## config.mk

```make
export PLATFORM = sky130hd
export DESIGN_NAME = tdms_ctrl
export DESIGN_NICKNAME = d
export VERILOG_FILES = /design/src/hdl/tdms_pkg.sv /design/src/hdl/tdms_ctrl.sv
export VERILOG_INCLUDE_DIRS = /design/src /design/src/hdl
export SDC_FILE = /design/constraint.sdc
export NUM_CORES = 1
export LEC_CHECK = 0
export BUFFER_PORTS_ARGS = -buffer_cell sky130_fd_sc_hd__buf_2
export CAP_MARGIN = 30
export CORE_MARGIN = 3
export CORE_UTILIZATION = 25
export DETAILED_ROUTE_END_ITERATION = 10
export PLACE_DENSITY = 0.52
export SLEW_MARGIN = 10
export SYNTH_ARGS = -nofsm -noshare
export SYNTH_HDL_FRONTEND = slang
export SYNTH_SLANG_ARGS = --single-unit
```

## constraint.sdc

```tcl
create_clock -name clk -period 2.1 [get_ports clk]
set_clock_uncertainty 0.15 [all_clocks]
set_input_delay 0.63 -clock clk [delete_from_list [all_inputs] [get_ports clk]]
set_output_delay 0.63 -clock clk [all_outputs]
set_load 0.05 [all_outputs]
```

## src/hdl/trie_dictionary_match_scanner_unit_assert.svh

```systemverilog
// Assertion macros shared by the trie dictionary match scanner modules.
// Depends on nothing; each module that checks itself includes this header.
`ifndef TRIE_DICTIONARY_MATCH_SCANNER_UNIT_ASSERT_SVH
`define TRIE_DICTIONARY_MATCH_SCANNER_UNIT_ASSERT_SVH

`ifndef SYNTHESIS
// Plain invariant, checked at every edge outside reset
`define TDMS_ASSERT(label, clk, rst_n, cond) \
	label: assert property (@(posedge clk) disable iff (!rst_n) (cond)) \
		else $error("tdms assertion failed");
// Same-cycle implication
`define TDMS_ASSERT_IMP(label, clk, rst_n, ante, cons) \
	label: assert property (@(posedge clk) disable iff (!rst_n) (ante) |-> (cons)) \
		else $error("tdms assertion failed");
// Next-cycle implication
`define TDMS_ASSERT_NEXT(label, clk, rst_n, ante, cons) \
	label: assert property (@(posedge clk) disable iff (!rst_n) (ante) |=> (cons)) \
		else $error("tdms assertion failed");
`else
`define TDMS_ASSERT(label, clk, rst_n, cond)
`define TDMS_ASSERT_IMP(label, clk, rst_n, ante, cons)
`define TDMS_ASSERT_NEXT(label, clk, rst_n, ante, cons)
`endif

`endif

```

## src/hdl/tdms_pkg.sv

```systemverilog
// Shared types and constants of the trie dictionary match scanner.
// Used by the controller, the datapath and the top level; depends on nothing.
package tdms_pkg;

	// Default sizes
	localparam int NODES_DEF    = 1024;
	localparam int ALPHABET_DEF = 26;
	localparam int TEXT_MAX_DEF = 128;
	localparam int WORD_MAX_DEF = 64;

	// Operation codes of an input word
	localparam logic [1:0] OP_PATTERN = 2'd0;
	localparam logic [1:0] OP_TEXT    = 2'd1;
	localparam logic [1:0] OP_SCAN    = 2'd2;
	localparam logic [1:0] OP_NONE    = 2'd3;

	// Commands from the controller to the datapath
	typedef struct packed {
		logic take;        // latch the input word, arm a scan
		logic init_root;   // clear the root row after reset
		logic pat_spoil;   // drop a pattern letter
		logic pat_read;    // read the row of the insert cursor
		logic pat_step;    // follow an existing child
		logic pat_link;    // create a child node and link it
		logic pat_newrow;  // write the row of a new node
		logic pat_wend;    // mark an existing node as a word end
		logic text_wr;     // append a text letter
		logic scan_rd;     // read walk node row and text letter
		logic scan_hit;    // record a match, flush the older one
		logic scan_step;   // advance the walk by one letter
		logic scan_fin;    // emit the final result of the scan
	} cmd_t;

	// Status from the datapath to the controller
	typedef struct packed {
		logic bad;         // pattern letter out of range or word too deep
		logic child_zero;  // no child for the pattern letter
		logic room;        // node store has a free node
		logic fin;         // latched final-letter flag
		logic hit;         // walk node is a word end
		logic stop;        // walk ends here
		logic pend_valid;  // a match is held back
		logic out_busy;    // output register full and stalled
	} stat_t;

endpackage

```

## src/hdl/tdms_ctrl.sv

```systemverilog
// Controller of the trie dictionary match scanner: sequences each input word.
// Depends on tdms_pkg and the assertion macro header.
`include "trie_dictionary_match_scanner_unit_assert.svh"

module tdms_ctrl (
	input  logic              clk,
	input  logic              arst_n,
	input  logic              in_valid,
	input  logic [1:0]        operation,
	output logic              in_ready,
	input  tdms_pkg::stat_t   stat,
	output tdms_pkg::cmd_t    cmd
);

	localparam logic [3:0] S_INIT   = 4'd0;
	localparam logic [3:0] S_IDLE   = 4'd1;
	localparam logic [3:0] S_P_CHK  = 4'd2;
	localparam logic [3:0] S_P_EVAL = 4'd3;
	localparam logic [3:0] S_P_NEW  = 4'd4;
	localparam logic [3:0] S_P_WEND = 4'd5;
	localparam logic [3:0] S_T_WR   = 4'd6;
	localparam logic [3:0] S_S_RD   = 4'd7;
	localparam logic [3:0] S_S_EV   = 4'd8;
	localparam logic [3:0] S_S_FIN  = 4'd9;

	logic [3:0] state_q;
	logic [3:0] state_d;

	assign in_ready = (state_q == S_IDLE);

	// Next state and commands
	always_comb begin
		state_d = state_q;
		cmd     = '0;
		unique case (state_q)
			S_INIT: begin
				cmd.init_root = 1'b1;
				state_d       = S_IDLE;
			end
			S_IDLE: begin
				if (in_valid) begin
					cmd.take = 1'b1;
					unique case (operation)
						tdms_pkg::OP_PATTERN: state_d = S_P_CHK;
						tdms_pkg::OP_TEXT:    state_d = S_T_WR;
						tdms_pkg::OP_SCAN:    state_d = S_S_RD;
						tdms_pkg::OP_NONE:    state_d = S_IDLE;
					endcase
				end
			end
			S_P_CHK: begin
				if (stat.bad) begin
					cmd.pat_spoil = 1'b1;
					state_d       = S_IDLE;
				end else begin
					cmd.pat_read = 1'b1;
					state_d      = S_P_EVAL;
				end
			end
			S_P_EVAL: begin
				priority if (!stat.child_zero) begin
					cmd.pat_step = 1'b1;
					state_d      = stat.fin ? S_P_WEND : S_IDLE;
				end else if (stat.room) begin
					cmd.pat_link = 1'b1;
					state_d      = S_P_NEW;
				end else begin
					cmd.pat_spoil = 1'b1;
					state_d       = S_IDLE;
				end
			end
			S_P_NEW: begin
				cmd.pat_newrow = 1'b1;
				state_d        = S_IDLE;
			end
			S_P_WEND: begin
				cmd.pat_wend = 1'b1;
				state_d      = S_IDLE;
			end
			S_T_WR: begin
				cmd.text_wr = 1'b1;
				state_d     = S_IDLE;
			end
			S_S_RD: begin
				cmd.scan_rd = 1'b1;
				state_d     = S_S_EV;
			end
			S_S_EV: begin
				// hold while a held-back match cannot leave
				if (!(stat.hit && stat.pend_valid && stat.out_busy)) begin
					cmd.scan_hit = stat.hit;
					if (stat.stop) begin
						state_d = S_S_FIN;
					end else begin
						cmd.scan_step = 1'b1;
						state_d       = S_S_RD;
					end
				end
			end
			S_S_FIN: begin
				if (!stat.out_busy) begin
					cmd.scan_fin = 1'b1;
					state_d      = S_IDLE;
				end
			end
			default: state_d = S_IDLE;
		endcase
	end

	// State register
	always_ff @(posedge clk or negedge arst_n) begin
		if (!arst_n) begin
			state_q <= S_INIT;
		end else begin
			state_q <= state_d;
		end
	end

	`TDMS_ASSERT_NEXT(a_init_once, clk, arst_n, state_q != S_INIT, state_q != S_INIT)
	`TDMS_ASSERT_IMP(a_flush_free, clk, arst_n, cmd.scan_hit && stat.pend_valid, !stat.out_busy)
	`TDMS_ASSERT_IMP(a_fin_free, clk, arst_n, cmd.scan_fin, !stat.out_busy)
	`TDMS_ASSERT_NEXT(a_take_busy, clk, arst_n,
		in_valid && in_ready && operation != tdms_pkg::OP_NONE, state_q != S_IDLE)

endmodule

```

==> impl_metrics.yaml, run 1 <==
status:
  status: "finished with violations"
  violations: "setup timing"
layout:
  insertedDiodeCount: 0
  nets: 124
  top_regs: "state_q: 4 flops"
  largest_reg_flops: 4
  final_util_pct: 53.6
  drive_gt1_share_pct: 64.2
  area_growth_pct: 98.8
  top_register: "state_q"
  fillers: 198
critical_path:
  cp.arrival_ps: 1440
  rrSetupSlack_ps: 500
  crit_end: "cmd[12]"
  worstPathMaxFanout: 4
  required_ps: 1320
  cp-start-kind: "flip-flop"
  startpoint: "state_q[3]$_DFFE_PN0P_"
  ff2ff_path_depth: 6
  cp-end-kind: "primary output"
  reg2reg_to: "state_q[0]$_DFFE_PN0P_"
  timing.rr.start: "state_q[3]$_DFFE_PN0P_"
  worst-setup-path-type: "reg -> out"
detailed_routing:
  met3WireLength_um: 58
  drt-met1-wl_um: 732
  drtAntennaViolNets: 0
  dr.pass1.iters: 4
  drc: 0
  routed-wl-met2_um: 912
  vias_per_cell: 4.71
  routed_wirelength_um: 1700
  vias: 626
  drt-initial-drc-count: 10
  wl_per_cell_um: 12.8
  highest-signal-layer: "met3"
global_routing:
  grt_max_degree: 12
  grt_pass1_vias: 614
  grt_use_total_pct: 13.2
  overflow: 0
  antenna_found_initial: 0
  grt_pass1_wl_um: 2650
clock_network:
  htreeDepth: 1
  clk_pin_slew_worst_paths_ps: 40
  clock_latency_ps: 250
  cts.sinks: 4
  clock_path_buffers: 2
  root_buffer: "clkbuf_4"
  cts_tree: "done"
  cts_inserted_buffers: 3
logic_synthesis:
  syn_area_um2: 539
  synth_top_cell_by_area: "dfrtp_1"
  yosys.area_share.adder_pct: 6.96
  synth_edf_count: 0
  yosysMostFrequentCell: "nand2b_1"
  ys_types: 34
  yosysWarnings: 0
  synthMuxAreaShare_pct: 1.86
  synthTopCellsByCount: "7 x nand2b_1, 6 x nor2_1, 5 x nand2_1"
  synth-simple-area-share_pct: 44.1
  async_flop_share_pct: 100
  yosys.area.top_type_share_pct: 18.6
  synth_cells: 65
  synth_xor_area_share_pct: 0
  synthTopCellsByArea: "dfrtp_1 19%, nand2b_1 8.1%, ha_1 7.0%"
  synth-seq-area-share_pct: 18.6
  synthesis.nets: 81
  synth_seq_cells: 4
  synth_ff_type: "dfrtp_1"
  synth_compound_area_share_pct: 18.3
  avgSynthCellArea_um2: 8.30
  synth_top_family_by_area: "simple AND/OR/NAND/NOR gates"
run:
  cap_violations: 0
sta:
  setup_violations: 14
  hold_viol: 0
  period_share_pct: 106
  tightest_slew_ps: 249
  period_needed_ps: 2220
  layout_setup_ws_ps: -125
  slew_headroom_pct: 82.9
  fmax_ghz: 0.449
  holdWs_ps: 33.8
  rsz0062_at_grt: "yes"
  slew_viol_final: 0
power:
  vdd_ir_drop_max_v: 0.000681
  total_leakage_power_nw: 0.489
  power_density_nw_per_um2: 1310
floorplanning:
  ios: 27
  initial_core_util_pct: 26.9
  dieWidth_um: 52.4
  die_h_um: 52.4
  dieArea_um2: 2750
  placementRows: 16
  core_area_um2: 2000
place:
  post-place-ws_ps: -70.7
  hpwl_um: 1300
  io_buffers: 26
  place_congestion: 0.739
worst_hold_path:
  hold_path.class: "in -> async"
[per-stage QoR]
step	total power, W	setup TNS, ps	std cells	instance area [µm²]
6_report	0.00140	-907	133	1070
5_1_grt	0.00148	-1620	133	1070
4_1_cts	0.00136	-797	131	1040
3_5_place_dp	0.00109	-110	127	872
3_3_place_gp	0.00108	-79.1	127	872
2_1_floorplan	0.000844	-346	65	634
[routing by layer]
metal | vias to the layer above | track usage [%]
met4 | 0 | 2.55
met3 | 0 | 4.27
met2 | 14 | 21.9
met5 | - | 0
li1 | 313 | -
met1 | 299 | 16.5
[layout by cell type (no fill, tap or decap), types with 2 or more instances in the layout]
cell type   n
buf_2      12
buf_4      13
buf_6      14
buf_8       3
clkbuf_4    3
dfrtp_1     4
ha_1        3
inv_1       3
nand2_1     3
nand2b_1    4
nand2b_4    3
nor2_1      2
nor2_2      2
nor2_4      2
nor3_4      5
nor3b_1     2
nor4b_4     2
[how the worst min path moves through the flow]
| stage | cells past startpoint | slack (ps) | end | startpoint |
|---|---|---|---|---|
| after global routing | 1 | 30 | state_q[2]$_DFFE_PN0P_ | arst_n |
| after CTS | 1 | 40 | state_q[3]$_DFFE_PN0P_ | arst_n |
| final | 1 | 30 | state_q[1]$_DFFE_PN0P_ | arst_n |
| after global placement | 1 | 290 | state_q[3]$_DFFE_PN0P_ | arst_n |
| after floorplan | 0 | 180 | state_q[0]$_DFFE_PN0P_ | arst_n |
| after detailed placement | 1 | 290 | state_q[3]$_DFFE_PN0P_ | arst_n |
[logic make-up after synthesis]
family / Yosys count
adders and majority gates: 3
buffers and inverters: 8
and+or+nand+nor: 37
DFF: 4
muxes: 1
AOI/OAI and AO/OA: 12
[critical path: stages, from the launching register on]
cell,delay [ps]
dfrtp_1,400
buf_6,140
nor4b_4,310
and2_4,200
buf_8,140
[area by class of cell]
cell class | count | area [µm²] | share of cell area (%)
flip-flops and latches | 4 | 100 | 9.33
repair buffers | 43 | 380 | 35.5
inverters | 3 | 11.3 | 1.05
multi-input cells | 53 | 524 | 48.9
well taps | 27 | 33.8 | 3.15
clock buffers | 3 | 22.5 | 2.10
[report_power, final]
| part | internal, W | total [W] | switching (W) |
|---|---|---|---|
| sequential | 0.000108 | 0.000139 | 0.0000308 |
| combinational | 0.000543 | 0.00116 | 0.000618 |
| clock | 0.0000645 | 0.000104 | 0.0000393 |
| total | 0.000715 | 0.00140 | 0.000688 |
[repair_timing]
action / 4_1_cts / 5_1_grt
buffers inserted: 1 / 2
pin swaps: 5 / 1
hold buffers: 0 / 0
resized for setup: 40 / 5
endpoints found under the setup margin: 14 / 14
Note: power is estimated with default switching activity, not from simulation.
==> inputs of run 2 (changes only) <==
--- a/config.mk
+++ b/config.mk
@@ -9,9 +9,8 @@
 export BUFFER_PORTS_ARGS = -buffer_cell sky130_fd_sc_hd__buf_2
 export CAP_MARGIN = 30
 export CORE_MARGIN = 3
-export CORE_UTILIZATION = 25
+export CORE_UTILIZATION = 28
 export DETAILED_ROUTE_END_ITERATION = 10
-export PLACE_DENSITY = 0.52
 export SLEW_MARGIN = 10
 export SYNTH_ARGS = -nofsm -noshare
 export SYNTH_HDL_FRONTEND = slang
==> run 2 against run 1 <==
The flow still finishes with violations (setup timing). Power rose by 4.2%. Core utilization grew 8.7 points. Clock power decreased by 12%. Clock-buffer cell count unchanged. Setup slack about the same. Fmax about the same. Worst hold slack better by 7.0 ps. Sequential share of layout area increased by 0.12 points. Global-route usage up 0.060 points. Highest routed layer is now met4.
==> impl_metrics.yaml, run 2 (synthesis gave the netlist of run 1 again) <==
critical_path:
  cp_cell_sequence: "or2_4 > buf_6 > nor3_4 > buf_6"
  worst-setup-path-type: "reg -> out"
  worstPathMaxFanout: 6
  cp.arrival_ps: 1440
  crit_top_cell: "buf_6"
  worst_path_largest_cell_delay_ps: 460
  required_ps: 1320
  cp-start-kind: "flip-flop"
  cp_slowest_cell: "dfrtp_2"
  cp-end-kind: "primary output"
layout:
  top_register: "state_q"
  top_regs: "state_q: 4 flops"
  largest_reg_flops: 4
  final_common_cell: "buf_6"
  area_growth_pct: 104
  insertedDiodeCount: 0
  final_cell_mix: "17 x buf_6, 16 x buf_4, 12 x buf_2"
  final_util_pct: 62.3
  final_area_um2: 1100
  drive_gt1_share_pct: 67.3
  nets: 128
detailed_routing:
  routed-wl-met2_um: 800
  met3WireLength_um: 103
  drc: 0
  vias: 645
  vias_per_cell: 4.78
  drt-met1-wl_um: 644
  drt-initial-drc-count: 9
  highest-signal-layer: "met4"
  wl_per_cell_um: 11.5
  dr.pass1.iters: 5
  drtAntennaViolNets: 0
  routed_wirelength_um: 1560
sta:
  period_needed_ps: 2220
  fmax_ghz: 0.449
  slew_viol_final: 0
  period_share_pct: 106
  setup_violations: 10
  tightest_slew_ps: 308
  rsz0062_at_grt: "yes"
  layout_setup_ws_ps: -125
  slew_headroom_pct: 79.4
  holdWs_ps: 40.7
  hold_viol: 0
clock_network:
  clock_path_buffers: 2
  hold_buffers: 0
  clk_pin_slew_worst_paths_ps: 40
  cts_inserted_buffers: 3
  root_buffer: "clkbuf_4"
  htreeDepth: 1
  cts.sinks: 4
  clock_latency_ps: 230
  cts_tree: "done"
status:
  status: "finished with violations"
  violations: "setup timing"
floorplanning:
  core_area_um2: 1760
  ios: 27
  placementRows: 15
  die_h_um: 49.9
  dieWidth_um: 49.9
  initial_core_util_pct: 30.6
  dieArea_um2: 2490
global_routing:
  grt_max_degree: 11
  grt_pass1_wl_um: 2650
  grt_pass1_vias: 633
  overflow: 0
  antenna_found_initial: 0
  grt_use_total_pct: 13.2
power:
  total_leakage_power_nw: 0.506
  vdd_ir_drop_max_v: 0.00109
  power_density_nw_per_um2: 1330
run:
  cap_violations: 0
place:
  io_buffers: 26
  place_area_um2: 880
  hpwl_um: 1280
  post-place-ws_ps: -74.0
  place_congestion: 0.803
worst_hold_path:
  hold_path.class: "in -> async"
-- run 2: changes by cell type in the layout (fill, tap and decap cells not counted), sizes merged --
cell,change
buf,+4
-- run 2: cell type report --
| class | count | area, µm² |
|---|---|---|
| Fill cell | 162 | 666 |
| Multi-Input combinational cell | 53 | 528 |
| Timing Repair Buffer | 47 | 402 |
| Sequential cell | 4 | 104 |
| Tap cell | 25 | 31.3 |
| Clock buffer | 3 | 22.5 |
| Inverter | 3 | 11.3 |
-- run 2: report_power, final --
group | switching [W] | leakage, nW | total (W) | internal, W
clock network | 0.0000281 | 0.0138 | 0.0000917 | 0.0000636
logic | 0.000610 | 0.447 | 0.00121 | 0.000596
registers | 0.0000525 | 0.0454 | 0.000164 | 0.000112
-- run 2: critical path: cells and delay by family (launching register included) --
kind,cells,cell delay (ps)
AND/OR/NAND/NOR,2,440
buffers and inverters,2,310
flip-flops,1,460
-- run 2: routing by layer --
| layer | track usage, % | up-vias |
|---|---|---|
| met5 | 0 | - |
| met4 | 4.15 | 0 |
| met3 | 1.81 | 2 |
| met2 | 24.4 | 27 |
| met1 | 15.4 | 297 |
| li1 | - | 319 |
-- run 2: metrics by stage --
stage               cells  power, W  setup TNS (ps)
global placement      128   0.00107            -128
floorplan              65  0.000844            -346
CTS                   133   0.00142            -915
detailed placement    128   0.00108            -164
global route          135   0.00155           -1290
finish                135   0.00146            -744
-- run 2: what timing repair did --
action	CTS	global route
endpoints found under the setup margin	14	13
pin swaps	2	1
setup buffers	2	2
gates resized for setup	46	3
endpoints found under the hold margin	0	0
-- run 2: worst paths after layout --
| path | from | to | slack [ps] | cells past startpoint |
|---|---|---|---|---|
| worst min register to register | state_q[1]$_DFFE_PN0P_ | state_q[0]$_DFFE_PN0P_ | 580 | 3 |
| max in group asynchronous | arst_n | state_q[1]$_DFFE_PN0P_ | 1630 | 1 |
| min in group clk | state_q[1]$_DFFE_PN0P_ | state_q[0]$_DFFE_PN0P_ | 580 | 3 |
| worst min-delay path | arst_n | state_q[2]$_DFFE_PN0P_ | 40 | 1 |
| worst max-delay path | state_q[2]$_DFFE_PN0P_ | cmd[9] | -120 | 4 |
| worst max register to register | state_q[3]$_DFFE_PN0P_ | state_q[0]$_DFFE_PN0P_ | 390 | 7 |
==> inputs of run 3 (changes only) <==
--- a/config.mk
+++ b/config.mk
@@ -8,9 +8,10 @@
 export LEC_CHECK = 0
 export BUFFER_PORTS_ARGS = -buffer_cell sky130_fd_sc_hd__buf_2
 export CAP_MARGIN = 30
-export CORE_MARGIN = 3
-export CORE_UTILIZATION = 28
+export CORE_AREA = 3 3 40 42
 export DETAILED_ROUTE_END_ITERATION = 10
+export DIE_AREA = 0 0 43 45
+export PLACE_DENSITY = 0.72
 export SLEW_MARGIN = 10
 export SYNTH_ARGS = -nofsm -noshare
 export SYNTH_HDL_FRONTEND = slang
==> run 3 against run 2 <==
The flow still finishes with violations (setup timing). Combinational power grew 3%. Critical path depth stayed put. Non-clock buffer count is 2 lower. Die area shrank 22%. Critical endpoint is now cmd[2]. Clock-buffer cell count unchanged. Largest power group unchanged. Global-route usage rose by 7.5 points. First-iteration DRC count up 110%. Setup slack improved by 0.86 ps. Via count is 7.4% higher.
==> impl_metrics.yaml, run 3 (synthesis gave the netlist of run 1 again) <==
detailed_routing:
  vias_per_cell: 5.63
  dr.pass1.iters: 6
  drtAntennaViolNets: 0
  vias: 693
  wl_per_cell_um: 16.9
  routed_wirelength_um: 2080
  drc: 0
  drt-initial-drc-count: 19
worst_hold_path:
  hold_path.class: "in -> async"
floorplanning:
  die_h_um: 45
  initial_core_util_pct: 42.0
  ios: 27
  core_area_um2: 1280
  placementRows: 13
  dieWidth_um: 43
  dieArea_um2: 1940
power:
  pwr-share-seq_pct: 9.1
  p_int_w: 0.000749
  switching_share_pct: 49.5
  vdd_ir_drop_max_v: 0.00108
  total_leakage_power_nw: 0.500
  p_comb_share_pct: 84.1
  clkPwrFrac_pct: 6.8
  power_density_nw_per_um2: 1350
  p_sw_w: 0.000736
sta:
  layout_setup_ws_ps: -124
  rsz0062_at_grt: "yes"
  hold_viol: 0
  tightest_slew_ps: 257
  holdWs_ps: 33.6
  slew_viol_final: 0
  fmax_ghz: 0.450
  setup_violations: 8
  period_share_pct: 106
  slew_headroom_pct: 82.8
  period_needed_ps: 2220
layout:
  nets: 126
  largest_reg_flops: 4
  area_growth_pct: 105
  top_regs: "state_q: 4 flops"
  top_register: "state_q"
  insertedDiodeCount: 0
  fillers: 70
  final_cell_mix: "15 x buf_6, 13 x buf_4, 12 x buf_2"
  drive_gt1_share_pct: 66.7
  final_common_cell: "buf_6"
status:
  status: "finished with violations"
  violations: "setup timing"
clock_network:
  cts_inserted_buffers: 3
  htreeDepth: 1
  cts_tree: "done"
  hold_buffers: 0
  cts.sinks: 4
  root_buffer: "clkbuf_4"
  clk_pin_slew_worst_paths_ps: 40
  clock_latency_ps: 240
  clock_path_buffers: 2
critical_path:
  cp-start-kind: "flip-flop"
  required_ps: 1320
  cp-end-kind: "primary output"
  cp.arrival_ps: 1440
  worst-setup-path-type: "reg -> out"
  rrSetupSlack_ps: 480
  worstPathMaxFanout: 4
global_routing:
  grt_use_total_pct: 20.7
  grt_max_degree: 12
  grt_pass1_vias: 667
  antenna_found_initial: 0
  overflow: 0
  grt_pass1_wl_um: 2960
place:
  place_congestion: 0.777
  io_buffers: 26
  post-place-ws_ps: -91.9
  hpwl_um: 1270
run:
  cap_violations: 0
## run 3: changes by cell type in the layout (fill, tap and decap cells not counted), moves of 2 or more
cell     previous run  this run
dfrtp_1             1         4
buf_4              16        13
dfrtp_2             3         0
buf_6              17        15
buf_8               2         5
## run 3: worst max-delay path, cell delays in order, from the launching register on
cell,delay (ps)
dfrtp_1,390
nor4b_2,300
buf_4,190
and3_4,180
buf_8,140
## run 3: path summary, 6_finish.rpt
check	startpoint	endpoint	cells after the start
worst max-delay path	state_q[0]$_DFFE_PN0P_	cmd[2]	4
max in group asynchronous	arst_n	state_q[0]$_DFFE_PN0P_	1
worst min register to register	state_q[3]$_DFFE_PN0P_	state_q[0]$_DFFE_PN0P_	2
min in group clk	state_q[3]$_DFFE_PN0P_	state_q[0]$_DFFE_PN0P_	2
worst min-delay path	arst_n	state_q[2]$_DFFE_PN0P_	1
worst max register to register	state_q[0]$_DFFE_PN0P_	state_q[0]$_DFFE_PN0P_	6
## run 3: cell type report
type                       count  area, µm²  share of cell area, %
tap                           15       18.8                   1.70
inverter                       3       11.3                   1.02
sequential                     4        100                   9.07
clock buffer                   3       22.5                   2.04
multi-input combinational     53        549                   49.8
timing repair buffer          45        402                   36.4
## run 3: layer usage
layer | global-route usage (%) | vias to the layer above | wire (µm)
met1 | 22.7 | 327 | 754
met3 | 3.98 | 6 | 148
met5 | 0 | - | 0
met4 | 10.8 | 0 | 80
met2 | 38.0 | 40 | 1100
li1 | - | 320 | -
## run 3: power groups by stage
stage | clock network [W] | logic (W) | registers (W)
3_3_place_gp | 0 | 0.000888 | 0.000129
2_1_floorplan | 0 | 0.000721 | 0.000122
3_5_place_dp | 0 | 0.000901 | 0.000130
5_1_grt | 0.000110 | 0.00131 | 0.000139
6_report | 0.000102 | 0.00125 | 0.000135
4_1_cts | 0.000105 | 0.00111 | 0.000134
## run 3: stage by stage
stage	utilization, %	setup TNS, ps	power, W	cell area, µm²	cells
after floorplan	-	-346	0.000844	634	65
after global placement	65.7	-72.7	0.00102	845	115
after detailed placement	65.7	-142	0.00103	845	115
after CTS	80.0	-697	0.00135	1030	121
after global routing	85.9	-1350	0.00156	1100	123
final	85.9	-693	0.00149	1100	123
## run 3: repair_timing
action                                  CTS  global route
endpoints found under the setup margin   14            14
buffers inserted                          3             2
endpoints found under the hold margin     0             0
pin swaps                                 8             3
gates resized for setup                  43            13
